==> config.mk <==
export PLATFORM = sky130hd
export DESIGN_NAME = request_header_stream_parser
export DESIGN_NICKNAME = d
export VERILOG_FILES = /design/src/hdl/rhsp_pkg.sv /design/src/hdl/request_header_stream_parser.sv /design/src/hdl/rhsp_key_store.sv /design/src/hdl/rhsp_out_fifo.sv
export VERILOG_INCLUDE_DIRS = /design/src /design/src/hdl
export SDC_FILE = /design/constraint.sdc
export NUM_CORES = 2
export LEC_CHECK = 0
export ABC_AREA = 1
export BUFFER_PORTS_ARGS = -buffer_cell sky130_fd_sc_hd__buf_2
export CAP_MARGIN = 20
export CORE_ASPECT_RATIO = 0.75
export CORE_UTILIZATION = 39
export DETAILED_ROUTE_END_ITERATION = 6
export HOLD_SLACK_MARGIN = 0.02
export MAX_ROUTING_LAYER = met4
export PLACE_DENSITY = 0.65
export REMOVE_ABC_BUFFERS = 1
export SETUP_SLACK_MARGIN = 0.15
export SYNTH_ARGS = -nofsm -noshare
export SYNTH_HDL_FRONTEND = slang
export SYNTH_SLANG_ARGS = --single-unit
==> constraint.sdc <==
create_clock -name clk -period 4.38 [get_ports clk]
set_input_delay 0.219 -clock clk [delete_from_list [all_inputs] [get_ports clk]]
set_output_delay 0.219 -clock clk [all_outputs]
set_load 0.01 [all_outputs]
==> src/hdl/request_header_stream_parser_macros.svh <==
// Assertion macros for the request header stream parser.
// Used by the top level; expects clk and arst_n in the enclosing module.
`ifndef REQUEST_HEADER_STREAM_PARSER_MACROS_SVH
`define REQUEST_HEADER_STREAM_PARSER_MACROS_SVH
`ifndef SYNTHESIS
// Same-cycle implication
`define RHSP_ASSERT(lbl, ante, cons, msg) \
	lbl: assert property (@(posedge clk) disable iff (!arst_n) (ante) |-> (cons)) \
		else $error(msg);
// Next-cycle implication
`define RHSP_ASSERT_NEXT(lbl, ante, cons, msg) \
	lbl: assert property (@(posedge clk) disable iff (!arst_n) (ante) |=> (cons)) \
		else $error(msg);
`else
`define RHSP_ASSERT(lbl, ante, cons, msg)
`define RHSP_ASSERT_NEXT(lbl, ante, cons, msg)
`endif
`endif

==> src/hdl/rhsp_pkg.sv <==
// Shared types and codes for the request header stream parser.
// No dependencies.
`timescale 1ns / 1ps

package rhsp_pkg;

	// input item kinds
	localparam logic [1:0] KIND_DATA  = 2'd0;
	localparam logic [1:0] KIND_START = 2'd1;
	localparam logic [1:0] KIND_END   = 2'd2;

	// token classes
	localparam logic [2:0] CLS_METHOD   = 3'd0;
	localparam logic [2:0] CLS_PROTOCOL = 3'd1;
	localparam logic [2:0] CLS_VERSION  = 3'd2;
	localparam logic [2:0] CLS_KEY      = 3'd3;
	localparam logic [2:0] CLS_VALUE    = 3'd4;
	localparam logic [2:0] CLS_DELIM    = 3'd5;
	localparam logic [2:0] CLS_IGNORED  = 3'd6;

	// status codes
	localparam logic [3:0] ST_BUSY       = 4'd0;
	localparam logic [3:0] ST_DONE       = 4'd1;
	localparam logic [3:0] ST_BAD_FIRST  = 4'd2;
	localparam logic [3:0] ST_BAD_EOL    = 4'd3;
	localparam logic [3:0] ST_LINE_LONG  = 4'd4;
	localparam logic [3:0] ST_EMPTY_KEY  = 4'd5;
	localparam logic [3:0] ST_NO_COLON   = 4'd6;
	localparam logic [3:0] ST_TOO_MANY   = 4'd7;
	localparam logic [3:0] ST_KEY_LONG   = 4'd8;
	localparam logic [3:0] ST_EARLY_END  = 4'd9;

	// characters
	localparam logic [7:0] CH_CR    = 8'h0D;
	localparam logic [7:0] CH_LF    = 8'h0A;
	localparam logic [7:0] CH_COLON = 8'h3A;
	localparam logic [7:0] CH_SLASH = 8'h2F;
	localparam logic [7:0] CH_SPACE = 8'h20;
	localparam logic [7:0] CH_DOT   = 8'h2E;

	localparam logic [3:0] CFG_RESET = 4'd5;

	// one result item
	typedef struct packed {
		logic [7:0] data;
		logic [2:0] cls;
		logic [2:0] slot;
		logic [3:0] status;
		logic [3:0] stored;
	} rhsp_result_t;

endpackage

==> src/hdl/request_header_stream_parser.sv <==
// Request header stream parser: checks the request line and header lines one
// byte per item, tags each byte with its token class and tracks distinct keys.
//
// Input channel (in_valid/in_stall): kind selects data byte, start of a new
// request or end of input; byte_in carries the data byte. One item is taken in
// every cycle while in_stall is low; in_stall rises only when both entries of
// the output buffer are held.
// Output channel (out_valid/out_stall): one result item per input item, in
// order: echoed byte, token class, key slot, status after the item and the
// number of distinct keys. Each result is registered in the output buffer before out_valid.
// Throughput is one item per cycle while in_stall is low; the key compare runs on all slots in
// parallel against a byte prefetched from each slot's bank when the previous item was taken.
// Stalling the output fills a two-entry buffer, then the input stalls; no item
// is lost or repeated.
// Reset (arst_n low) clears parse state and the buffer and sets the key limit
// register to 5; key contents are not cleared. cfg_wr_en writes the limit
// register; the user must assert it only while the block is idle, as the block does not enforce this.
// Depends on rhsp_pkg, rhsp_key_store, rhsp_out_fifo and the macros header.
`timescale 1ns / 1ps
`include "request_header_stream_parser_macros.svh"

module request_header_stream_parser
	import rhsp_pkg::*;
#(
	parameter int LINE_BYTES = 2046,
	parameter int KEY_SLOTS  = 8,
	parameter int KEY_BYTES  = 32
) (
	input  logic       clk,
	input  logic       arst_n,
	input  logic       cfg_wr_en,
	input  logic [3:0] cfg_wr_data,
	input  logic       in_valid,
	output logic       in_stall,
	input  logic [1:0] kind,
	input  logic [7:0] byte_in,
	output logic       out_valid,
	input  logic       out_stall,
	output logic [7:0] byte_out,
	output logic [2:0] token_class,
	output logic [2:0] field_slot,
	output logic [3:0] status,
	output logic [3:0] fields_stored
);

	localparam int SW  = (KEY_SLOTS > 1) ? $clog2(KEY_SLOTS) : 1;
	localparam int CW  = $clog2(KEY_SLOTS + 1);
	localparam int AW  = (KEY_BYTES > 1) ? $clog2(KEY_BYTES) : 1;
	localparam int KLW = $clog2(KEY_BYTES + 1);
	localparam int LW  = $clog2(LINE_BYTES + 1);

	typedef enum logic [3:0] {
		PH_METHOD,
		PH_PROTOCOL,
		PH_VERSION,
		PH_FIRST_LF,
		PH_KEY_START,
		PH_KEY,
		PH_VALUE_FIRST,
		PH_VALUE,
		PH_HDR_LF,
		PH_END_LF,
		PH_OVER
	} phase_t;

	phase_t               phase_q, nxt_phase;
	logic [LW-1:0]        line_len_q, nxt_line_len;
	logic [KLW-1:0]       key_len_q, nxt_key_len;
	logic [KEY_SLOTS-1:0] match_q, nxt_match;
	logic [CW-1:0]        dcount_q, nxt_dcount;
	logic [3:0]           sticky_q, nxt_sticky;
	logic [SW-1:0]        slot_q, nxt_slot;
	logic [3:0]           cfg_max_q;

	logic                 accept;
	logic                 fifo_full;
	rhsp_result_t         res;
	rhsp_result_t         out_data;

	logic                 key_wr, len_wr;
	logic [KLW-1:0]       kl_use;
	logic [KEY_SLOTS-1:0] match_base, match_after, valid_vec;
	logic [KEY_SLOTS-1:0] hit_vec, len_eq_vec, found_vec;
	logic                 found_any;
	logic [SW-1:0]        found_idx;
	logic                 limit_hit;
	logic                 is_letter, is_digit;
	logic [SW-1:0]        res_slot;
	logic [AW-1:0]        rd_addr;

	assign accept   = in_valid && !in_stall;
	assign in_stall = fifo_full;

	// per-slot helpers for the key compare and close
	always_comb begin
		kl_use     = (phase_q == PH_KEY_START) ? '0 : key_len_q;
		match_base = (phase_q == PH_KEY_START) ? '1 : match_q;
		for (int i = 0; i < KEY_SLOTS; i++) begin
			valid_vec[i] = (32'(i) < 32'(dcount_q));
		end
		match_after = match_base & ~(valid_vec & ~hit_vec);
		found_vec   = match_q & valid_vec & len_eq_vec;
		found_any   = |found_vec;
		found_idx   = '0;
		for (int i = KEY_SLOTS - 1; i >= 0; i--) begin
			if (found_vec[i]) found_idx = SW'(i);
		end
		limit_hit = (32'(dcount_q) >= 32'(cfg_max_q)) || (32'(dcount_q) >= 32'(KEY_SLOTS));
		is_letter = ((byte_in >= 8'h41) && (byte_in <= 8'h5A)) ||
			((byte_in >= 8'h61) && (byte_in <= 8'h7A));
		is_digit  = (byte_in >= 8'h30) && (byte_in <= 8'h39);
	end

	// next parse state and result for one item
	always_comb begin
		nxt_phase    = phase_q;
		nxt_line_len = line_len_q;
		nxt_key_len  = key_len_q;
		nxt_match    = match_q;
		nxt_dcount   = dcount_q;
		nxt_sticky   = sticky_q;
		nxt_slot     = slot_q;
		key_wr       = 1'b0;
		len_wr       = 1'b0;
		res.data     = 8'd0;
		res.cls      = CLS_IGNORED;
		res_slot     = '0;

		if (kind == KIND_START) begin
			nxt_phase    = PH_METHOD;
			nxt_line_len = '0;
			nxt_key_len  = '0;
			nxt_match    = '1;
			nxt_dcount   = '0;
			nxt_sticky   = ST_BUSY;
			nxt_slot     = '0;
		end else if (kind == KIND_END) begin
			if (sticky_q == ST_BUSY) begin
				nxt_sticky = ST_EARLY_END;
				nxt_phase  = PH_OVER;
			end
		end else if (kind == KIND_DATA) begin
			res.data = byte_in;
			if (phase_q == PH_FIRST_LF || phase_q == PH_HDR_LF || phase_q == PH_END_LF) begin
				// expecting the LF of a CR LF pair
				if (byte_in != CH_LF) begin
					nxt_sticky = ST_BAD_EOL;
					nxt_phase  = PH_OVER;
				end else begin
					res.cls      = CLS_DELIM;
					nxt_line_len = '0;
					if (phase_q == PH_END_LF) begin
						nxt_sticky = ST_DONE;
						nxt_phase  = PH_OVER;
					end else begin
						nxt_phase = PH_KEY_START;
					end
				end
			end else if (phase_q != PH_OVER) begin
				if (byte_in == CH_LF) begin
					nxt_sticky = ST_BAD_EOL;
					nxt_phase  = PH_OVER;
				end else if (byte_in == CH_CR) begin
					// line end, legal only in some phases
					case (phase_q)
						PH_METHOD, PH_PROTOCOL: begin
							nxt_sticky = ST_BAD_FIRST;
							nxt_phase  = PH_OVER;
						end
						PH_VERSION: begin
							res.cls   = CLS_DELIM;
							nxt_phase = PH_FIRST_LF;
						end
						PH_KEY_START: begin
							res.cls   = CLS_DELIM;
							nxt_phase = PH_END_LF;
						end
						PH_KEY: begin
							nxt_sticky = ST_NO_COLON;
							nxt_phase  = PH_OVER;
						end
						default: begin
							res.cls   = CLS_DELIM;
							nxt_phase = PH_HDR_LF;
						end
					endcase
				end else if (32'(line_len_q) >= 32'(LINE_BYTES)) begin
					nxt_sticky = ST_LINE_LONG;
					nxt_phase  = PH_OVER;
				end else begin
					nxt_line_len = line_len_q + LW'(1);
					case (phase_q)
						PH_METHOD: begin
							if (is_letter) begin
								res.cls = CLS_METHOD;
							end else if (byte_in == CH_SPACE) begin
								res.cls   = CLS_DELIM;
								nxt_phase = PH_PROTOCOL;
							end else begin
								nxt_sticky = ST_BAD_FIRST;
								nxt_phase  = PH_OVER;
							end
						end
						PH_PROTOCOL: begin
							if (byte_in == CH_SLASH) begin
								res.cls   = CLS_DELIM;
								nxt_phase = PH_VERSION;
							end else begin
								res.cls = CLS_PROTOCOL;
							end
						end
						PH_VERSION: begin
							if (is_digit || byte_in == CH_DOT) begin
								res.cls = CLS_VERSION;
							end else begin
								nxt_sticky = ST_BAD_FIRST;
								nxt_phase  = PH_OVER;
							end
						end
						PH_KEY_START, PH_KEY: begin
							if (byte_in == CH_COLON && phase_q == PH_KEY_START) begin
								nxt_sticky = ST_EMPTY_KEY;
								nxt_phase  = PH_OVER;
							end else if (byte_in == CH_COLON) begin
								// close the key: reuse a matching slot or take a new one
								if (found_any) begin
									nxt_slot  = found_idx;
									res.cls   = CLS_DELIM;
									res_slot  = found_idx;
									nxt_phase = PH_VALUE_FIRST;
								end else if (limit_hit) begin
									nxt_sticky = ST_TOO_MANY;
									nxt_phase  = PH_OVER;
								end else begin
									len_wr     = 1'b1;
									nxt_slot   = dcount_q[SW-1:0];
									nxt_dcount = dcount_q + CW'(1);
									res.cls    = CLS_DELIM;
									res_slot   = dcount_q[SW-1:0];
									nxt_phase  = PH_VALUE_FIRST;
								end
							end else if (32'(kl_use) >= 32'(KEY_BYTES)) begin
								nxt_sticky = ST_KEY_LONG;
								nxt_phase  = PH_OVER;
							end else begin
								// key byte: narrow the match set and store it
								nxt_match   = match_after;
								key_wr      = (32'(dcount_q) < 32'(KEY_SLOTS));
								nxt_key_len = kl_use + KLW'(1);
								res.cls     = CLS_KEY;
								nxt_phase   = PH_KEY;
							end
						end
						PH_VALUE_FIRST: begin
							nxt_phase = PH_VALUE;
							if (byte_in != CH_SPACE) begin
								res.cls  = CLS_VALUE;
								res_slot = slot_q;
							end
						end
						default: begin
							res.cls  = CLS_VALUE;
							res_slot = slot_q;
						end
					endcase
				end
			end
		end

		res.slot   = 3'(res_slot);
		res.status = nxt_sticky;
		res.stored = 4'(nxt_dcount);
	end

	// prefetch address: position of the next key byte
	always_comb begin
		if (nxt_phase == PH_KEY && (32'(nxt_key_len) < 32'(KEY_BYTES))) begin
			rd_addr = nxt_key_len[AW-1:0];
		end else begin
			rd_addr = '0;
		end
	end

	// parse state and limit register
	always_ff @(posedge clk or negedge arst_n) begin
		if (!arst_n) begin
			phase_q    <= PH_METHOD;
			line_len_q <= '0;
			key_len_q  <= '0;
			match_q    <= '1;
			dcount_q   <= '0;
			sticky_q   <= ST_BUSY;
			slot_q     <= '0;
			cfg_max_q  <= CFG_RESET;
		end else begin
			if (cfg_wr_en) begin
				cfg_max_q <= cfg_wr_data;
			end
			if (accept) begin
				phase_q    <= nxt_phase;
				line_len_q <= nxt_line_len;
				key_len_q  <= nxt_key_len;
				match_q    <= nxt_match;
				dcount_q   <= nxt_dcount;
				sticky_q   <= nxt_sticky;
				slot_q     <= nxt_slot;
			end
		end
	end

	rhsp_key_store #(
		.KEY_SLOTS (KEY_SLOTS),
		.KEY_BYTES (KEY_BYTES)
	) u_keys (
		.clk        (clk),
		.wr_slot    (dcount_q[SW-1:0]),
		.wr_en      (accept && key_wr),
		.wr_addr    (kl_use[AW-1:0]),
		.wr_data    (byte_in),
		.len_wr_en  (accept && len_wr),
		.len_wr_val (key_len_q),
		.rd_en      (accept),
		.rd_addr    (rd_addr),
		.cmp_byte   (byte_in),
		.cmp_len    (kl_use),
		.hit_vec    (hit_vec),
		.len_eq_vec (len_eq_vec)
	);

	rhsp_out_fifo u_out (
		.clk       (clk),
		.arst_n    (arst_n),
		.push      (accept),
		.push_data (res),
		.full      (fifo_full),
		.out_valid (out_valid),
		.out_stall (out_stall),
		.out_data  (out_data)
	);

	assign byte_out      = out_data.data;
	assign token_class   = out_data.cls;
	assign field_slot    = out_data.slot;
	assign status        = out_data.status;
	assign fields_stored = out_data.stored;

	// checks
	`RHSP_ASSERT(a_dcount_range, 1'b1, 32'(dcount_q) <= 32'(KEY_SLOTS), "key count overflow")
	`RHSP_ASSERT(a_sticky_over, sticky_q != ST_BUSY, phase_q == PH_OVER, "status set while parsing")
	`RHSP_ASSERT(a_stall_pending, in_stall, out_valid, "input stalled with no result pending")
	`RHSP_ASSERT_NEXT(a_start_clears, accept && kind == KIND_START,
		phase_q == PH_METHOD && dcount_q == '0 && sticky_q == ST_BUSY, "start did not clear")

endmodule

==> src/hdl/rhsp_key_store.sv <==
// Key store: one byte bank per slot with registered prefetch reads, slot lengths,
// and the per-slot compare against the incoming key byte. Uses rhsp_pkg.
`timescale 1ns / 1ps

module rhsp_key_store
	import rhsp_pkg::*;
#(
	parameter int KEY_SLOTS = 8,
	parameter int KEY_BYTES = 32,
	localparam int SW  = (KEY_SLOTS > 1) ? $clog2(KEY_SLOTS) : 1,
	localparam int AW  = (KEY_BYTES > 1) ? $clog2(KEY_BYTES) : 1,
	localparam int KLW = $clog2(KEY_BYTES + 1)
) (
	input  logic                 clk,
	input  logic [SW-1:0]        wr_slot,
	input  logic                 wr_en,
	input  logic [AW-1:0]        wr_addr,
	input  logic [7:0]           wr_data,
	input  logic                 len_wr_en,
	input  logic [KLW-1:0]       len_wr_val,
	input  logic                 rd_en,
	input  logic [AW-1:0]        rd_addr,
	input  logic [7:0]           cmp_byte,
	input  logic [KLW-1:0]       cmp_len,
	output logic [KEY_SLOTS-1:0] hit_vec,
	output logic [KEY_SLOTS-1:0] len_eq_vec
);

	logic [KLW-1:0] len_q [KEY_SLOTS];
	logic [7:0]     rd_q  [KEY_SLOTS];

	for (genvar g = 0; g < KEY_SLOTS; g++) begin : g_bank
		logic [7:0] mem_q [KEY_BYTES];

		// byte bank: one write, one prefetch read for the next key byte
		always_ff @(posedge clk) begin
			if (wr_en && (wr_slot == SW'(g))) begin
				mem_q[wr_addr] <= wr_data;
			end
			if (rd_en) begin
				rd_q[g] <= mem_q[rd_addr];
			end
		end

		// stored key length
		always_ff @(posedge clk) begin
			if (len_wr_en && (wr_slot == SW'(g))) begin
				len_q[g] <= len_wr_val;
			end
		end

		// byte still inside the stored key and equal
		assign hit_vec[g]    = (len_q[g] > cmp_len) && (rd_q[g] == cmp_byte);
		assign len_eq_vec[g] = (len_q[g] == cmp_len);
	end

endmodule

==> src/hdl/rhsp_out_fifo.sv <==
// Two-entry output buffer that lets the parser take an item while a result waits.
// Uses rhsp_result_t from rhsp_pkg.
`timescale 1ns / 1ps

module rhsp_out_fifo
	import rhsp_pkg::*;
(
	input  logic         clk,
	input  logic         arst_n,
	input  logic         push,
	input  rhsp_result_t push_data,
	output logic         full,
	output logic         out_valid,
	input  logic         out_stall,
	output rhsp_result_t out_data
);

	rhsp_result_t ent_q [2];
	logic         rd_ptr_q;
	logic         wr_ptr_q;
	logic [1:0]   cnt_q;
	logic         pop;

	assign pop       = out_valid && !out_stall;
	assign out_valid = (cnt_q != 2'd0);
	assign full      = (cnt_q == 2'd2);
	assign out_data  = ent_q[rd_ptr_q];

	// pointers and fill count
	always_ff @(posedge clk or negedge arst_n) begin
		if (!arst_n) begin
			rd_ptr_q <= 1'b0;
			wr_ptr_q <= 1'b0;
			cnt_q    <= 2'd0;
		end else begin
			if (push) wr_ptr_q <= !wr_ptr_q;
			if (pop)  rd_ptr_q <= !rd_ptr_q;
			case ({push, pop})
				2'b10:   cnt_q <= cnt_q + 2'd1;
				2'b01:   cnt_q <= cnt_q - 2'd1;
				default: cnt_q <= cnt_q;
			endcase
		end
	end

	// entries
	always_ff @(posedge clk) begin
		if (push) begin
			ent_q[wr_ptr_q] <= push_data;
		end
	end

endmodule

==> impl_metrics.toml <==
[outcome]
status = "finished, violations left"
violations = "DRC, setup timing"

[route]
routed_via_density = 5.58
first_iter_violations = 11783
route.detailed.drc = 5
first_pass_iters = 7
wl_per_cell_um = 24.1
vias = 80147
wirelength_um = 346000
postRouteAntennaNets = 0

[critical_path]
worstPathMaxFanout = 38
cp.required_ns = 5.01
slowest_delay_ns = 0.38
critPathArrivalTime_ns = 5.12
path_class = "flip-flop to flip-flop"
worst_setup_path_end_kind = "flip-flop"
crit_top_cell = "nand2_1"
slowest_stage = "dfrtp_1"
cp-start-kind = "flip-flop"

[die]
initial_utilization = 0.393
io_pins = 43
fp.dieArea_um2 = 271000
num_rows = 164
die_w_um = 601
core_um2 = 267000
die_y_um = 451

[global_routing]
grt_first_pass_wirelength_um = 494000
track_usage = 0.250
antenna_found_initial = 26
grt_overflow_total = 0
grt_pass1_vias = 74095
grt_max_degree = 135

[power]
p_per_area_nw_per_um2 = 431
ir_drop_mv = 0.337
power_leakage_nw = 51.9

[clocking]
cts_max_level = 4
cts_tree = "done"
clkSinkCount = 2252
cts_buffers = 217
cts_root_buffer = "clkbuf_16"
cts.path.max_buffers = 4
insertion_delay_ns = 0.89
clkTransAtPathRegs_ns = 0.06

[sta]
fin_skew_ns = 0.0881
fin_ws_ns = -0.115
hold_ws_ns = 0.153
max_freq_mhz = 222
finalCritPeriodShare = 1.03
hold_violations = 0
maxSlewHeadroom = 0.241
rsz0062_at_grt = "true"
worst_pin_slew_ns = 1.13
setup_viol = 26
drv_slew = 0
finalCriticalPeriod_ns = 4.49

[synth]
synth_top_family_by_area = "simple AND/OR/NAND/NOR gates"
synthesis.area_um2 = 105000
synthAdderAreaFrac = 0.00788
async_flop_share = 0.0213
synth_cells = 10127
ys_seq_area_frac = 0.643
synth_ff_type = "edfxtp_1"
synth.yosys.warnings = 0
synthSimpleGateAreaFrac = 0.234
synth-seq-cells = 2252
synth_compound_area_frac = 0.0134
syn_area_per_cell_um2 = 10.4
yosys-mux-area-fraction = 0.000107
synthXorXnorAreaFrac = 0.00518
synth_edf_count = 2204
ys_types = 62

[finish]
fin_nets = 10703
finish.utilization = 0.482
area_growth_pct = 22.5
drive_gt1_frac = 0.221

[placed_design]
portBuffers = 42
dp_hpwl_um = 206000
gp_congestion = 0.959
place_ws_ns = -0.596

[flow_run]
drv_cap = 0

[hold_path]
hold_path.class = "primary input to flip-flop"
## flip-flops by register name, summed over array words and instances, names as in the netlist
register / flops
u_keys.g_bank.mem_q: 2048
u_keys.rd_q: 64
u_keys.len_q: 48
u_out.ent_q: 44
line_len_q: 11
match_q: 8
key_len_q: 6
cfg_max_q: 4
dcount_q: 4
phase_q: 4
sticky_q: 4
slot_q: 3
u_out.cnt_q: 2
u_out.rd_ptr_q: 1
u_out.wr_ptr_q: 1
## metal layers
| layer | track usage | vias up | part of all wire |
|---|---|---|---|
| li1 | - | 35490 | - |
| met1 | 0.359 | 38937 | 0.42 |
| met2 | 0.344 | 5007 | 0.42 |
| met3 | 0.0610 | 713 | 0.13 |
| met4 | 0.0790 | 0 | 0.036 |
| met5 | - | - | 0 |
## report_power, final
group	internal, W	leakage [nW]	switching, W
logic	0.00422	28.0	0.00757
clock network	0.0108	3.43	0.00840
registers	0.0242	20.5	0.000276
## through the flow
stage | total power (W) | std cells | setup TNS, ns | cell area [µm²]
2_1_floorplan | 0.0284 | 9437 | -3596.67 | 102000
3_3_place_gp | 0.0345 | 13710 | -30.72 | 113000
3_5_place_dp | 0.0346 | 13712 | -25.83 | 113000
4_1_cts | 0.0543 | 14269 | 0 | 125000
5_1_grt | 0.0570 | 14365 | -8.14 | 128000
6_report | 0.0554 | 14371 | -0.703 | 128000
## final cells by class
type / instances / area [µm²]
Clock inverter: 129 / 1350
Tap cell: 3569 / 4470
Timing Repair Buffer: 962 / 12200
Antenna cell: 17 / 42.5
Clock buffer: 257 / 5690
Fill cell: 23560 / 138000
Inverter: 1819 / 6870
Sequential cell: 2252 / 67400
Multi-Input combinational cell: 5366 / 30500
## final timing paths
path / startpoint / endpoint / slack, ns / cells after the start
worst max-delay path: phase_q[2]$_DFFE_PN0P_ / u_keys.rd_q[1][18]$_DFFE_PP_ / -0.11 / 35
worst min-delay path: cfg_wr_en / cfg_max_q[2]$_DFFE_PN1P_ / 0.15 / 3
worst max register to register: phase_q[2]$_DFFE_PN0P_ / u_keys.rd_q[1][18]$_DFFE_PP_ / -0.11 / 35
worst min register to register: match_q[0]$_DFFE_PN1P_ / match_q[0]$_DFFE_PN1P_ / 0.52 / 2
max in group asynchronous: arst_n / cfg_max_q[2]$_DFFE_PN1P_ / 3.53 / 4
min in group asynchronous: arst_n / u_out.rd_ptr_q$_DFFE_PN0P_ / 0.46 / 4
## kinds of logic (layout without fill, tap and decap cells)
logic type,count (synthesis),in the layout
flip-flops,2252,2252
other,0,17
multiplexers,1,1
buffers and inverters,2509,3167
XOR/XNOR,62,62
AO/OA/AOI/OAI,246,246
AND/OR/NAND/NOR,4991,4991
adder cells (fa/ha/maj),66,66
## synthesized netlist by cell type, types with 4 or more instances
library cell,n,area share
buf_2,384,0.018
nor3_1,23,0.0011
buf_1,42,0.0015
inv_1,1805,0.065
o221ai_1,5,0.00042
buf_6,7,0.00075
ha_1,66,0.0079
o22ai_1,9,0.00054
xor2_1,26,0.0022
a221oi_1,4,0.00033
dfstp_2,10,0.0025
dfrtp_1,38,0.0091
o21ai_1,60,0.0029
nor2_1,559,0.020
a31oi_1,6,0.00036
nand2_1,1302,0.047
nand4_1,918,0.055
clkbuf_2,12,0.00057
clkbuf_1,211,0.0076
nand2_2,8,0.00048
nand3_1,1640,0.078
o21ai_0,68,0.0032
a21oi_1,54,0.0026
or2_2,511,0.030
xnor2_1,36,0.0030
buf_4,34,0.0024
edfxtp_1,2204,0.63
inv_2,12,0.00043
o211ai_1,8,0.00057
nor4_1,11,0.00066
## worst max-delay path: cells and delay by family (launching register included)
kind,cells,cell delay (ns)
AND/OR/NAND/NOR,25,2.23
buffers and inverters,9,1.31
adder cells (fa/ha/maj),1,0.26
flip-flops,1,0.38
## placed cells by master, fill, tap and decap left out, drive strengths merged, types with 8 or more instances in the layout
cell type,n
xnor2,36
dfstp,10
dfrtp,38
nand4,919
nor4,11
nand2,1312
or2,511
clkinv,91
buf,894
o22ai,9
diode,17
nand3,1643
nor3,26
inv,1821
clkinvlp,9
o21ai,128
nor2,565
edfxtp,2204
clkbuf,290
ha,66
dlygate4sd3,26
bufinv,27
bufbuf,9
a21oi,56
o211ai,8
xor2,26
## what timing repair did
item,CTS,global route
resized for setup,556,421
hold endpoints to repair,142,0
buffers inserted,95,45
cloned,49,40
pin swaps,116,127
hold buffers,27,0
endpoints found under the setup margin,64,71
No activity file was read; power rests on OpenSTA's default activity.
